===== config.mk =====
export PLATFORM = sky130hd
export DESIGN_NAME = decimal_to_roman_numeral_encoder
export DESIGN_NICKNAME = d
export VERILOG_FILES = /design/src/hw/rtl/d2r_pkg.sv /design/src/hw/rtl/decimal_to_roman_numeral_encoder.sv
export SDC_FILE = /design/constraint.sdc
export NUM_CORES = 1
export LEC_CHECK = 0
export CAP_MARGIN = 20
export CORE_MARGIN = 2
export CORE_UTILIZATION = 60
export CTS_BUF_LIST = sky130_fd_sc_hd__clkbuf_4
export DETAILED_ROUTE_END_ITERATION = 7
export DONT_BUFFER_PORTS = 1
export PLACE_DENSITY = 0.84
export SLEW_MARGIN = 0
export SYNTH_ARGS = -nofsm -noshare
export SYNTH_HDL_FRONTEND = slang
export SYNTH_SLANG_ARGS = --single-unit

===== constraint.sdc =====
create_clock -name clock -period 6.7 [get_ports clock]
set_input_delay 0.335 -clock clock [delete_from_list [all_inputs] [get_ports clock]]
set_output_delay 0.335 -clock clock [all_outputs]
set_load 0.02 [all_outputs]

===== src/hw/rtl/d2r_pkg.sv =====
// Shared constants and the numeral step table for the decimal to Roman encoder.
package d2r_pkg;

   localparam int unsigned VALUE_WIDTH  = 12;
   localparam int unsigned SYMBOL_WIDTH = 7;
   localparam int unsigned STEP_WIDTH   = 10;
   localparam int unsigned INDEX_WIDTH  = 4;

   localparam logic [VALUE_WIDTH-1:0] VALUE_LIMIT = 12'd4000;

   localparam logic [SYMBOL_WIDTH-1:0] SYM_NONE = 7'h00;
   localparam logic [SYMBOL_WIDTH-1:0] SYM_M    = 7'h4D;
   localparam logic [SYMBOL_WIDTH-1:0] SYM_D    = 7'h44;
   localparam logic [SYMBOL_WIDTH-1:0] SYM_C    = 7'h43;
   localparam logic [SYMBOL_WIDTH-1:0] SYM_L    = 7'h4C;
   localparam logic [SYMBOL_WIDTH-1:0] SYM_X    = 7'h58;
   localparam logic [SYMBOL_WIDTH-1:0] SYM_V    = 7'h56;
   localparam logic [SYMBOL_WIDTH-1:0] SYM_I    = 7'h49;
   localparam logic [SYMBOL_WIDTH-1:0] SYM_N    = 7'h4E;

   localparam logic [INDEX_WIDTH-1:0] LAST_INDEX = 4'd12;

   typedef struct packed {
      logic [STEP_WIDTH-1:0]   amount;
      logic [SYMBOL_WIDTH-1:0] first;
      logic [SYMBOL_WIDTH-1:0] second;
      logic                    pair;
   } step_type;

   // greedy table, largest amount first
   function automatic step_type step_entry(input logic [INDEX_WIDTH-1:0] index);
      step_type entry;
      entry = '{amount: '0, first: SYM_NONE, second: SYM_NONE, pair: 1'b0};
      unique case (index)
         4'd0:    entry = '{amount: 10'd1000, first: SYM_M, second: SYM_NONE, pair: 1'b0};
         4'd1:    entry = '{amount: 10'd900,  first: SYM_C, second: SYM_M,    pair: 1'b1};
         4'd2:    entry = '{amount: 10'd500,  first: SYM_D, second: SYM_NONE, pair: 1'b0};
         4'd3:    entry = '{amount: 10'd400,  first: SYM_C, second: SYM_D,    pair: 1'b1};
         4'd4:    entry = '{amount: 10'd100,  first: SYM_C, second: SYM_NONE, pair: 1'b0};
         4'd5:    entry = '{amount: 10'd90,   first: SYM_X, second: SYM_C,    pair: 1'b1};
         4'd6:    entry = '{amount: 10'd50,   first: SYM_L, second: SYM_NONE, pair: 1'b0};
         4'd7:    entry = '{amount: 10'd40,   first: SYM_X, second: SYM_L,    pair: 1'b1};
         4'd8:    entry = '{amount: 10'd10,   first: SYM_X, second: SYM_NONE, pair: 1'b0};
         4'd9:    entry = '{amount: 10'd9,    first: SYM_I, second: SYM_X,    pair: 1'b1};
         4'd10:   entry = '{amount: 10'd5,    first: SYM_V, second: SYM_NONE, pair: 1'b0};
         4'd11:   entry = '{amount: 10'd4,    first: SYM_I, second: SYM_V,    pair: 1'b1};
         4'd12:   entry = '{amount: 10'd1,    first: SYM_I, second: SYM_NONE, pair: 1'b0};
         default: entry = '{amount: 10'd1,    first: SYM_I, second: SYM_NONE, pair: 1'b0};
      endcase
      return entry;
   endfunction

endpackage


===== src/hw/rtl/decimal_to_roman_numeral_encoder.sv =====
// Top level: serial decimal to Roman numeral encoder.
//
// Usage:
//   A transaction is accepted at a rising edge with start high and busy low;
//   req_value carries the number (0..3999 valid, 4000..4095 flagged error).
//   Characters leave most significant first on rsp_symbol, each shown for one
//   cycle with rsp_valid high; rsp_last marks the final character.
//   Zero gives a single 'N'; an out-of-range value gives a single result with
//   rsp_error high and symbol 0. Both come in the cycle after accept and leave
//   busy low, so a new transaction may follow at once.
//   Other values run a greedy sequencer over a 13-entry table with one shared
//   compare/subtract unit: each cycle it either emits one character or moves
//   to the next table entry (the second character of a pair does both). A
//   transaction emits at most 15 characters, and busy stays high until the
//   final character is out.
//   The receiver cannot stall; results are never held.
//   Reset (synchronous, active high) returns the sequencer to idle and drops
//   rsp_valid.
module decimal_to_roman_numeral_encoder (
   input  logic                               clock,
   input  logic                               reset,
   input  logic                               start,
   output logic                               busy,
   input  logic [d2r_pkg::VALUE_WIDTH-1:0]    req_value,
   output logic                               rsp_valid,
   output logic [d2r_pkg::SYMBOL_WIDTH-1:0]   rsp_symbol,
   output logic                               rsp_last,
   output logic                               rsp_error
);

   typedef enum logic [1:0] {
      ST_IDLE,
      ST_RUN,
      ST_SECOND
   } state_type;

   state_type                          state_ff, state_in;
   logic [d2r_pkg::VALUE_WIDTH-1:0]    rem_ff, rem_in;
   logic [d2r_pkg::INDEX_WIDTH-1:0]    index_ff, index_in;
   logic [d2r_pkg::SYMBOL_WIDTH-1:0]   pend_ff, pend_in;
   logic                               pend_last_ff, pend_last_in;
   logic                               valid_ff, valid_in;
   logic [d2r_pkg::SYMBOL_WIDTH-1:0]   symbol_ff, symbol_in;
   logic                               last_ff, last_in;
   logic                               error_ff, error_in;

   d2r_pkg::step_type                  entry;
   logic [d2r_pkg::VALUE_WIDTH-1:0]    amount;
   logic [d2r_pkg::VALUE_WIDTH-1:0]    diff;
   logic                               fits;
   logic                               done;

   // shared compare/subtract unit
   assign entry  = d2r_pkg::step_entry(index_ff);
   assign amount = {{(d2r_pkg::VALUE_WIDTH - d2r_pkg::STEP_WIDTH){1'b0}}, entry.amount};
   assign fits   = rem_ff >= amount;
   assign diff   = rem_ff - amount;
   assign done   = diff == '0;

   always_comb begin
      state_in     = state_ff;
      rem_in       = rem_ff;
      index_in     = index_ff;
      pend_in      = pend_ff;
      pend_last_in = pend_last_ff;
      valid_in     = 1'b0;
      symbol_in    = symbol_ff;
      last_in      = 1'b0;
      error_in     = 1'b0;
      unique case (state_ff)
         ST_IDLE: begin
            if (start) begin
               if (req_value >= d2r_pkg::VALUE_LIMIT) begin
                  valid_in  = 1'b1;
                  symbol_in = d2r_pkg::SYM_NONE;
                  last_in   = 1'b1;
                  error_in  = 1'b1;
               end else if (req_value == '0) begin
                  valid_in  = 1'b1;
                  symbol_in = d2r_pkg::SYM_N;
                  last_in   = 1'b1;
               end else begin
                  rem_in   = req_value;
                  index_in = '0;
                  state_in = ST_RUN;
               end
            end
         end
         ST_RUN: begin
            if (fits) begin
               rem_in    = diff;
               valid_in  = 1'b1;
               symbol_in = entry.first;
               if (entry.pair) begin
                  pend_in      = entry.second;
                  pend_last_in = done;
                  state_in     = ST_SECOND;
               end else begin
                  last_in = done;
                  if (done) begin
                     state_in = ST_IDLE;
                  end
               end
            end else if (index_ff != d2r_pkg::LAST_INDEX) begin
               index_in = index_ff + 1'b1;
            end
         end
         ST_SECOND: begin
            valid_in  = 1'b1;
            symbol_in = pend_ff;
            last_in   = pend_last_ff;
            index_in  = index_ff + 1'b1;
            state_in  = pend_last_ff ? ST_IDLE : ST_RUN;
         end
         default: begin
            state_in = ST_IDLE;
         end
      endcase
   end

   always_ff @(posedge clock) begin
      if (reset) begin
         state_ff <= ST_IDLE;
         valid_ff <= 1'b0;
      end else begin
         state_ff <= state_in;
         valid_ff <= valid_in;
      end
      rem_ff       <= rem_in;
      index_ff     <= index_in;
      pend_ff      <= pend_in;
      pend_last_ff <= pend_last_in;
      symbol_ff    <= symbol_in;
      last_ff      <= last_in;
      error_ff     <= error_in;
   end

   assign busy       = state_ff != ST_IDLE;
   assign rsp_valid  = valid_ff;
   assign rsp_symbol = symbol_ff;
   assign rsp_last   = last_ff;
   assign rsp_error  = error_ff;

endmodule

# Yosys cells after proc, flatten, opt, wreduce, memory -nomap -nowiden
# Memory sizes are Yosys's and may differ from the RTL's. A register that Yosys moved wholly into a read port is not among the register bits.
# Cells that the tools add are included.
# Widths: inputs -> output; s select.
[totals]
memories = 1
ff_bits = 36
output_inout_bits = 11
inputBits = 15
romBits = 352
wordCells = 71
[memory_table]
columns = ["name", "words", "width", "read_ports", "rd_clocked_by_memory_dff", "write_ports", "line", "source"]
rows = [
  ["(no name shown)", 16, 22, 1, 1, 0, "d2r_pkg.sv:34", "unique case (index)"],
]
[classes]
eq_ne = 11
n_lt_le_gt_ge = 2
n_mux = 34
add_sub_neg = 2
reduce_logical = 12
[op_table]
columns = ["cell", "n"]
rows = [
  ["$mux 12", 4],
  ["$mux 7", 4],
  ["$logic_not 12->1", 2],
  ["$mux 4", 6],
  ["$pmux 12 s2", 1],
  ["$pmux 7 s3", 1],
  ["$ge 12x10->1", 1],
  ["$ge 12x12->1 const B", 1],
  ["$mux 2", 6],
  ["$ne 2x2->1 const B", 6],
  ["$pmux 4 s3", 1],
  ["$sub 12x10->12", 1],
  ["$reduce_and 5->1", 2],
  ["$mux 1", 8],
  ["$ne 3x3->1 const B", 2],
  ["$pmux 1 s3", 2],
  ["$pmux 2 s3", 1],
  ["$reduce_and 6->1", 1],
  ["$add 4x1->4 const B", 1],
  ["$ne 4x4->1 const B", 1],
  ["$reduce_and 4->1", 1],
  ["$reduce_bool 2->1", 2],
  ["$reduce_and 3->1", 1],
  ["$reduce_bool 3->1", 1],
  ["4 further kinds", 4],
]

# Longest topological paths before layout
# Gate-level depths: netlist of run 1.
[logic_depth]
word_depth = 6
mapped_depth = 13
depth_no_buf = 13

# Least setup slack after synthesis of run 1
# Ideal clock, no wire load.
[synth_path]
path_type = "reg2reg"
startpoint = "register rem_ff[0] (netlist bit)"
endpoint = "register entry[2] (netlist name)"
slack_ns = 3.415
path_buffers = 0
period_less_slack_ns = 3.285
setup_ns = 0.117
t_arrival_ns = 3.168
t_required_ns = 6.583
stages_incl_launch_ff = 13
path_cell_list = "edfxtp_1 > inv_1 > ha_1 > inv_1 > fa_1 > a211oi_1 > o21ai_0 > a32oi_1 > nand4_2 > mux2i_1 > inv_2 > ha_1 > a22o_1"
[synth_via]
elab_chain_cells = 4
[synth_rtl]
columns = ["item", "line", "source"]
rows = [
  ["start: declaration", "decimal_to_roman_numeral_encoder.sv:38", "logic [d2r_pkg::VALUE_WIDTH-1:0] rem_ff, rem_in;"],
  ["start signal: assignment", "decimal_to_roman_numeral_encoder.sv:129", "rem_ff <= rem_in;"],
  ["$ge 12x10->1", "decimal_to_roman_numeral_encoder.sv:56", "assign fits = rem_ff >= amount;"],
  ["$ne 2x2->1 (no source line)", "-", ""],
  ["$reduce_and 6->1 (no source line)", "-", ""],
  ["$mux 4 (no source line)", "-", ""],
]
# No other way between the ends.
# A chain may end at the register's enable or synchronous reset.

# Final worst setup path of run 1
[layout_path]
startpoint = "register rem_ff[0] (netlist bit)"
endpoint = "register entry[2] (netlist name)"
[layout_via]
elab_chain_cells = 4
[layout_rtl]
columns = ["item", "line"]
rows = [
  ["$ge 12x10->1", "decimal_to_roman_numeral_encoder.sv:56"],
  ["$ne 2x2->1 (no source line)", "-"],
  ["$reduce_and 6->1 (no source line)", "-"],
  ["$mux 4 (no source line)", "-"],
]
# No other way between the ends.

==> impl_metrics.yaml, run 1 <==
placed_design:
  place.gp.congestion: 0.9248
  hpwlAfterDp_microns: 4950
  portBuffers: 0
  dp.cells: 365
sta:
  max-slew-margin-rel_pct: 36.93
  hold_violations: 0
  min_period_ns: 3.810
  fin_crit_sh_pct: 56.87
  fmax_mhz: 262.4
  finalMaxSlewViolations: 0
  tightest_slew_ns: 0.9461
  rsz0062_at_grt: "no"
  fin_tns_setup_ns: 0
  setup_viol: 0
  fin_skew_ns: 0.009861
yosys:
  ys_warn_count: 0
  synth-seq-cells: 54
  ys_types: 60
  synth_ff_type: "edfxtp_1"
  syn_area_per_cell_sq_um: 10.12
  synth_common_cells: "30 x nor2_1, 29 x edfxtp_1, 25 x a21oi_1, 25 x dfxtp_1, 23 x ha_1"
  syn_inst: 304
  synth_edf_count: 29
  synth-async-reset-ratio_pct: 0
  yosys.area.top_type: "edfxtp_1"
  synth.cell_area_sq_um: 3075
  yosysMostFrequentCell: "nor2_1"
  synth_nets: 343
  synth_top_cell_area_share_pct: 28.32
  synth_area_leaders: "edfxtp_1 28%, dfxtp_1 16%, ha_1 9.4%"
  ys_seq_area_share_pct: 44.59
critical_path:
  r2r_start: "rem_ff[0]"
  cp-end-kind: "register"
  critPathArrivalTime_ns: 4.09
  worstSetupStartpointType: "register"
  r2r_setup_slack_ns: 2.89
  r2r_cells: 12
  crit_type: "register to register"
  required_ns: 6.98
  rr_endpoint: "entry[2]"
  crit_path_end: "entry[2]"
  cp_max_fo: 10
  critPathLaunch: "rem_ff[0]"
drt:
  dr.max_layer_used: "met4"
  wl_per_cell_microns: 17.29
  drc_errors: 0
  routed-wl-met2_microns: 3141
  avgViaCountPerCell: 6.182
  drt_first_pass_iters: 4
  wirelength_microns: 6467
  drt-initial-drc-count: 153
  ant_nets: 0
  vias: 2312
  wl_met1_microns: 2816
  wl_met3_microns: 321
global_routing:
  grt_pass1_wl_microns: 10310
  grt_overflow: 0
  antenna_found_initial: 0
  first_global_vias: 2163
  track_usage_pct: 24.22
  grt_max_degree: 28
layout:
  antenna_cells: 0
  fillers: 412
  fin_nets: 342
  seq_area_sq_um: 1371
  layout.cells.non_filler: 374
  area_growth_pct: 3.905
  multi_input_area_sq_um: 1583
  drive_gt1_share_pct: 8.882
cts:
  cts_buffer_depth: 2
  cts_sinks: 54
  cts_buffers: 5
  cts_tree: "done"
  cts-resized-gates: 0
  clk_latency_ns: 0.37
  clk_pin_slew_ns: 0.15
  clock_tree.root_cell: "clkbuf_4"
  htree_levels: 2
status:
  status: "finished, final reports clean"
floorplan:
  num_rows: 26
  die_w_microns: 75.60
  ios: 26
  initial_core_util_pct: 61.39
  die_area_sq_um: 5715
  core_sq_um: 5010
  dieHeight_microns: 75.60
flow_run:
  maxCapViolCount: 0
worst_hold_path:
  hold_class: "input pin to register"
how the worst min path moves through the flow:
| stage | to | start | cells past startpoint |
|---|---|---|---|
| final | rsp_valid | reset | 1 |
| after global routing | rsp_valid | reset | 1 |
| after CTS | rsp_valid | reset | 1 |
| after detailed placement | pend_ff[0] | entry[1] | 0 |
| after global placement | pend_ff[4] | entry[5] | 0 |
| after floorplan | pend_ff[0] | entry[1] | 0 |
worst max-delay path, cell delays in order, from the launching register on:
cell	delay (ns)
edfxtp_1	0.39
inv_1	0.06
ha_1	0.16
inv_1	0.05
fa_1	0.41
a211oi_1	0.41
o21ai_0	0.24
a32oi_1	0.32
nand4_2	0.32
mux2i_1	0.66
inv_2	0.21
ha_1	0.27
a22o_1	0.20
routing by layer:
layer  up-vias  GRT usage (%)
li1       1119              -
met1      1098          30.64
met2        75          40.68
met3        20          4.630
met4         0          10.14
met5         -              0
stage by stage:
step | worst slack [ns] | hold WS (ns) | util (%) | area (sq um)
2_1_floorplan | 3.415 | 0.3855 | - | 3075
3_3_place_gp | 3.078 | 0.3891 | 62.44 | 3128
3_5_place_dp | 2.894 | 0.3895 | 62.44 | 3128
4_1_cts | 2.910 | 0.004183 | 63.79 | 3196
5_1_grt | 2.530 | 0.0005550 | 63.79 | 3196
6_report | 2.890 | 0.01143 | 63.79 | 3196
layout by cell type (no fill, tap or decap), drive strengths merged, types with 7 or more instances in the layout:
cell type	count
a21oi	25
edfxtp	29
nand2	15
nor3	10
dfxtp	25
mux2	10
xor2	7
o21ai	8
nor2	30
a21o	7
ha	23
inv	22
sequential cells by signal, summed over array words and instances (netlist names), 2 cells and up:
signal,flops
state_ff,2
rem_ff,12
rsp_symbol,6
pend_ff,6
index_ff,4
entry,20
layout make-up:
type / instances / share of cell area (%)
inverter: 21 / 2.467
sequential: 54 / 42.91
clock inverter: 2 / 0.3915
clock buffer: 6 / 1.410
tap: 70 / 2.741
timing repair buffer: 2 / 0.5482
multi-input combinational: 219 / 49.53
logic make-up after synthesis:
group / after synthesis / synth area share (%)
AOI/OAI and AO/OA: 79 / 17.66
xor gates and xnor gates: 12 / 3.417
adders and majority gates: 24 / 10.01
buffers and inverters: 31 / 3.946
DFF: 54 / 44.59
muxes: 15 / 5.696
other: 1 / 0.1219
and+or+nand+nor: 88 / 14.57
timing repair:
| action | 4_1_cts | 5_1_grt |
|---|---|---|
| buffers inserted | 0 | 0 |
| hold endpoints to repair | 1 | 0 |
| hold buffers | 1 | 0 |
Power of run 1 is left out: the tool's default activity adds up to more than one toggle a clock period on the data nets, which glitch-free logic cannot reach.
==> run 2, diff against run 1 <==
==> constraint.sdc (replaced) <==
create_clock -name clock -period 3.9 [get_ports clock]
set_input_delay 0.195 -clock clock [delete_from_list [all_inputs] [get_ports clock]]
set_output_delay 0.195 -clock clock [all_outputs]
set_load 0.02 [all_outputs]
==> impl_metrics.yaml, run 2 (same netlist as run 1, synthesis figures left out) <==
floorplan:
  initial_core_util_pct: 61.39
  die_w_microns: 75.60
  core_sq_um: 5010
  num_rows: 26
  die_area_sq_um: 5715
  dieHeight_microns: 75.60
  ios: 26
critical_path:
  r2r_setup_slack_ns: 0.32
  timing.critical_path.mode_cell: "inv_1"
  r2r_start: "rem_ff[0]"
  cp-end-kind: "register"
  critPathArrivalTime_ns: 3.87
  required_ns: 4.19
  r2r_cells: 13
  crit_family: "compound AO/OA/AOI/OAI gates"
  cp_max_fo: 9
  worstSetupStartpointType: "register"
  rr_endpoint: "entry[18]"
  worst_path_max_delay_cell: "mux2_2"
  crit_type: "register to register"
  critPathMaxStageDelay_ns: 0.47
  path_buf_inv: 3
  crit_chain: "inv_1, ha_1, inv_1, fa_1, a211oi_2, o21ai_0, a32oi_1, nand4_2, mux2_2, inv_1, ha_1, nor2_1, o32ai_1"
cts:
  cts_sinks: 54
  cts_tree: "done"
  post_cts_buffers: 0
  clock_tree.root_cell: "clkbuf_4"
  cts_buffers: 5
  clk_latency_ns: 0.39
  clk_pin_slew_ns: 0.16
  cts_buffer_depth: 2
  htree_levels: 2
layout:
  fillers: 415
  seq_area_sq_um: 1371
  final_cell_mix: "30 x nor2_1, 29 x edfxtp_1, 25 x a21oi_1, 25 x dfxtp_1, 23 x ha_1"
  area_growth_pct: 5.126
  drive_gt1_share_pct: 10.06
  largest_reg_flops: 20
  multi_input_area_sq_um: 1588
  antenna_cells: 0
  fin_nets: 346
  final_common_cell: "nor2_1"
drt:
  drt-initial-drc-count: 155
  vias: 2326
  avgViaCountPerCell: 6.153
  drc_errors: 0
  ant_nets: 0
  wl_per_cell_microns: 17.57
  wirelength_microns: 6641
  drt_first_pass_iters: 4
status:
  status: "finished, final reports clean"
placed_design:
  hpwlAfterDp_microns: 5031
  portBuffers: 0
  dp_slack_ns: 0.2234
  place.gp.congestion: 0.8909
global_routing:
  grt_pass1_wl_microns: 10580
  track_usage_pct: 25.01
  grt_max_degree: 27
  antenna_found_initial: 0
  first_global_vias: 2279
  grt_overflow: 0
worst_hold_path:
  hold_path_depth: 1
  hold_path_end: "rem_ff[7]"
  hold_class: "input pin to register"
  hold_path_startpoint: "req_value[7]"
sta:
  min_period_ns: 3.579
  fin_crit_sh_pct: 91.77
  tightest_slew_ns: 0.7710
  fin_tns_setup_ns: 0
  fin_skew_ns: 0.02087
  setup_viol: 0
  max-slew-margin-rel_pct: 48.60
  fmax_mhz: 279.4
  rsz0062_at_grt: "no"
  setup_ws_ns: 0.3208
  finalMaxSlewViolations: 0
  hold_violations: 0
  hold_ws_ns: 0.01535
flow_run:
  maxCapViolCount: 0
[run 2: cell count changes in the layout (fill, tap and decap cells not counted), sizes merged]
cell         delta
buf             +3
clkbuf          -1
dlygate4sd3     +1
clkinvlp        +1
[run 2: worst max path at each step]
stage               startpoint   endpoint  slack (ns)  depth (start not counted)
CTS                  rem_ff[0]  entry[18]        0.19                         13
global placement     rem_ff[0]  entry[18]        0.53                         13
floorplan            rem_ff[0]   entry[2]        0.62                         12
finish               rem_ff[0]  entry[18]        0.32                         13
global route         rem_ff[0]  entry[18]        0.04                         13
detailed placement   rem_ff[0]  entry[18]        0.22                         13
[run 2: layout make-up]
type | count | share of cell area, %
multi-input cells | 219 | 49.11
repair buffers | 6 | 1.548
well taps | 70 | 2.709
clock buffers | 5 | 1.161
flip-flops and latches | 54 | 42.42
inverters | 21 | 2.438
clock inverters | 3 | 0.6192
[run 2: worst register-to-register path, cell delays in order, from the launching register on]
cell	delay [ns]
edfxtp_1	0.38
inv_1	0.06
ha_1	0.16
inv_1	0.05
fa_1	0.41
a211oi_2	0.31
o21ai_0	0.21
a32oi_1	0.37
nand4_2	0.36
mux2_2	0.47
inv_1	0.17
ha_1	0.26
nor2_1	0.07
o32ai_1	0.20
[run 2: per-stage QoR]
step | area, sq um | cells | utilization [%]
2_1_floorplan | 3075 | 304 | -
3_3_place_gp | 3151 | 368 | 62.89
3_5_place_dp | 3151 | 368 | 62.89
4_1_cts | 3228 | 378 | 64.44
5_1_grt | 3233 | 378 | 64.54
6_report | 3233 | 378 | 64.54
[run 2: what timing repair did]
item / CTS / global route
resized for setup: 0 / 1
endpoints found under the setup margin: 0 / 5
endpoints found under the hold margin: 3 / 0
hold buffers: 2 / 0
[run 2: per-layer routing]
| metal | share of wire (%) | wire length (microns) | global-route usage, % | up-vias |
|---|---|---|---|---|
| met4 | 3.1 | 206 | 12.48 | 0 |
| met2 | 47 | 3148 | 42.61 | 82 |
| met1 | 44 | 2929 | 30.44 | 1098 |
| met5 | 0 | 0 | 0 | - |
| li1 | - | - | - | 1125 |
| met3 | 5.4 | 356 | 4.497 | 21 |
Power of run 2 is left out for the same reason.
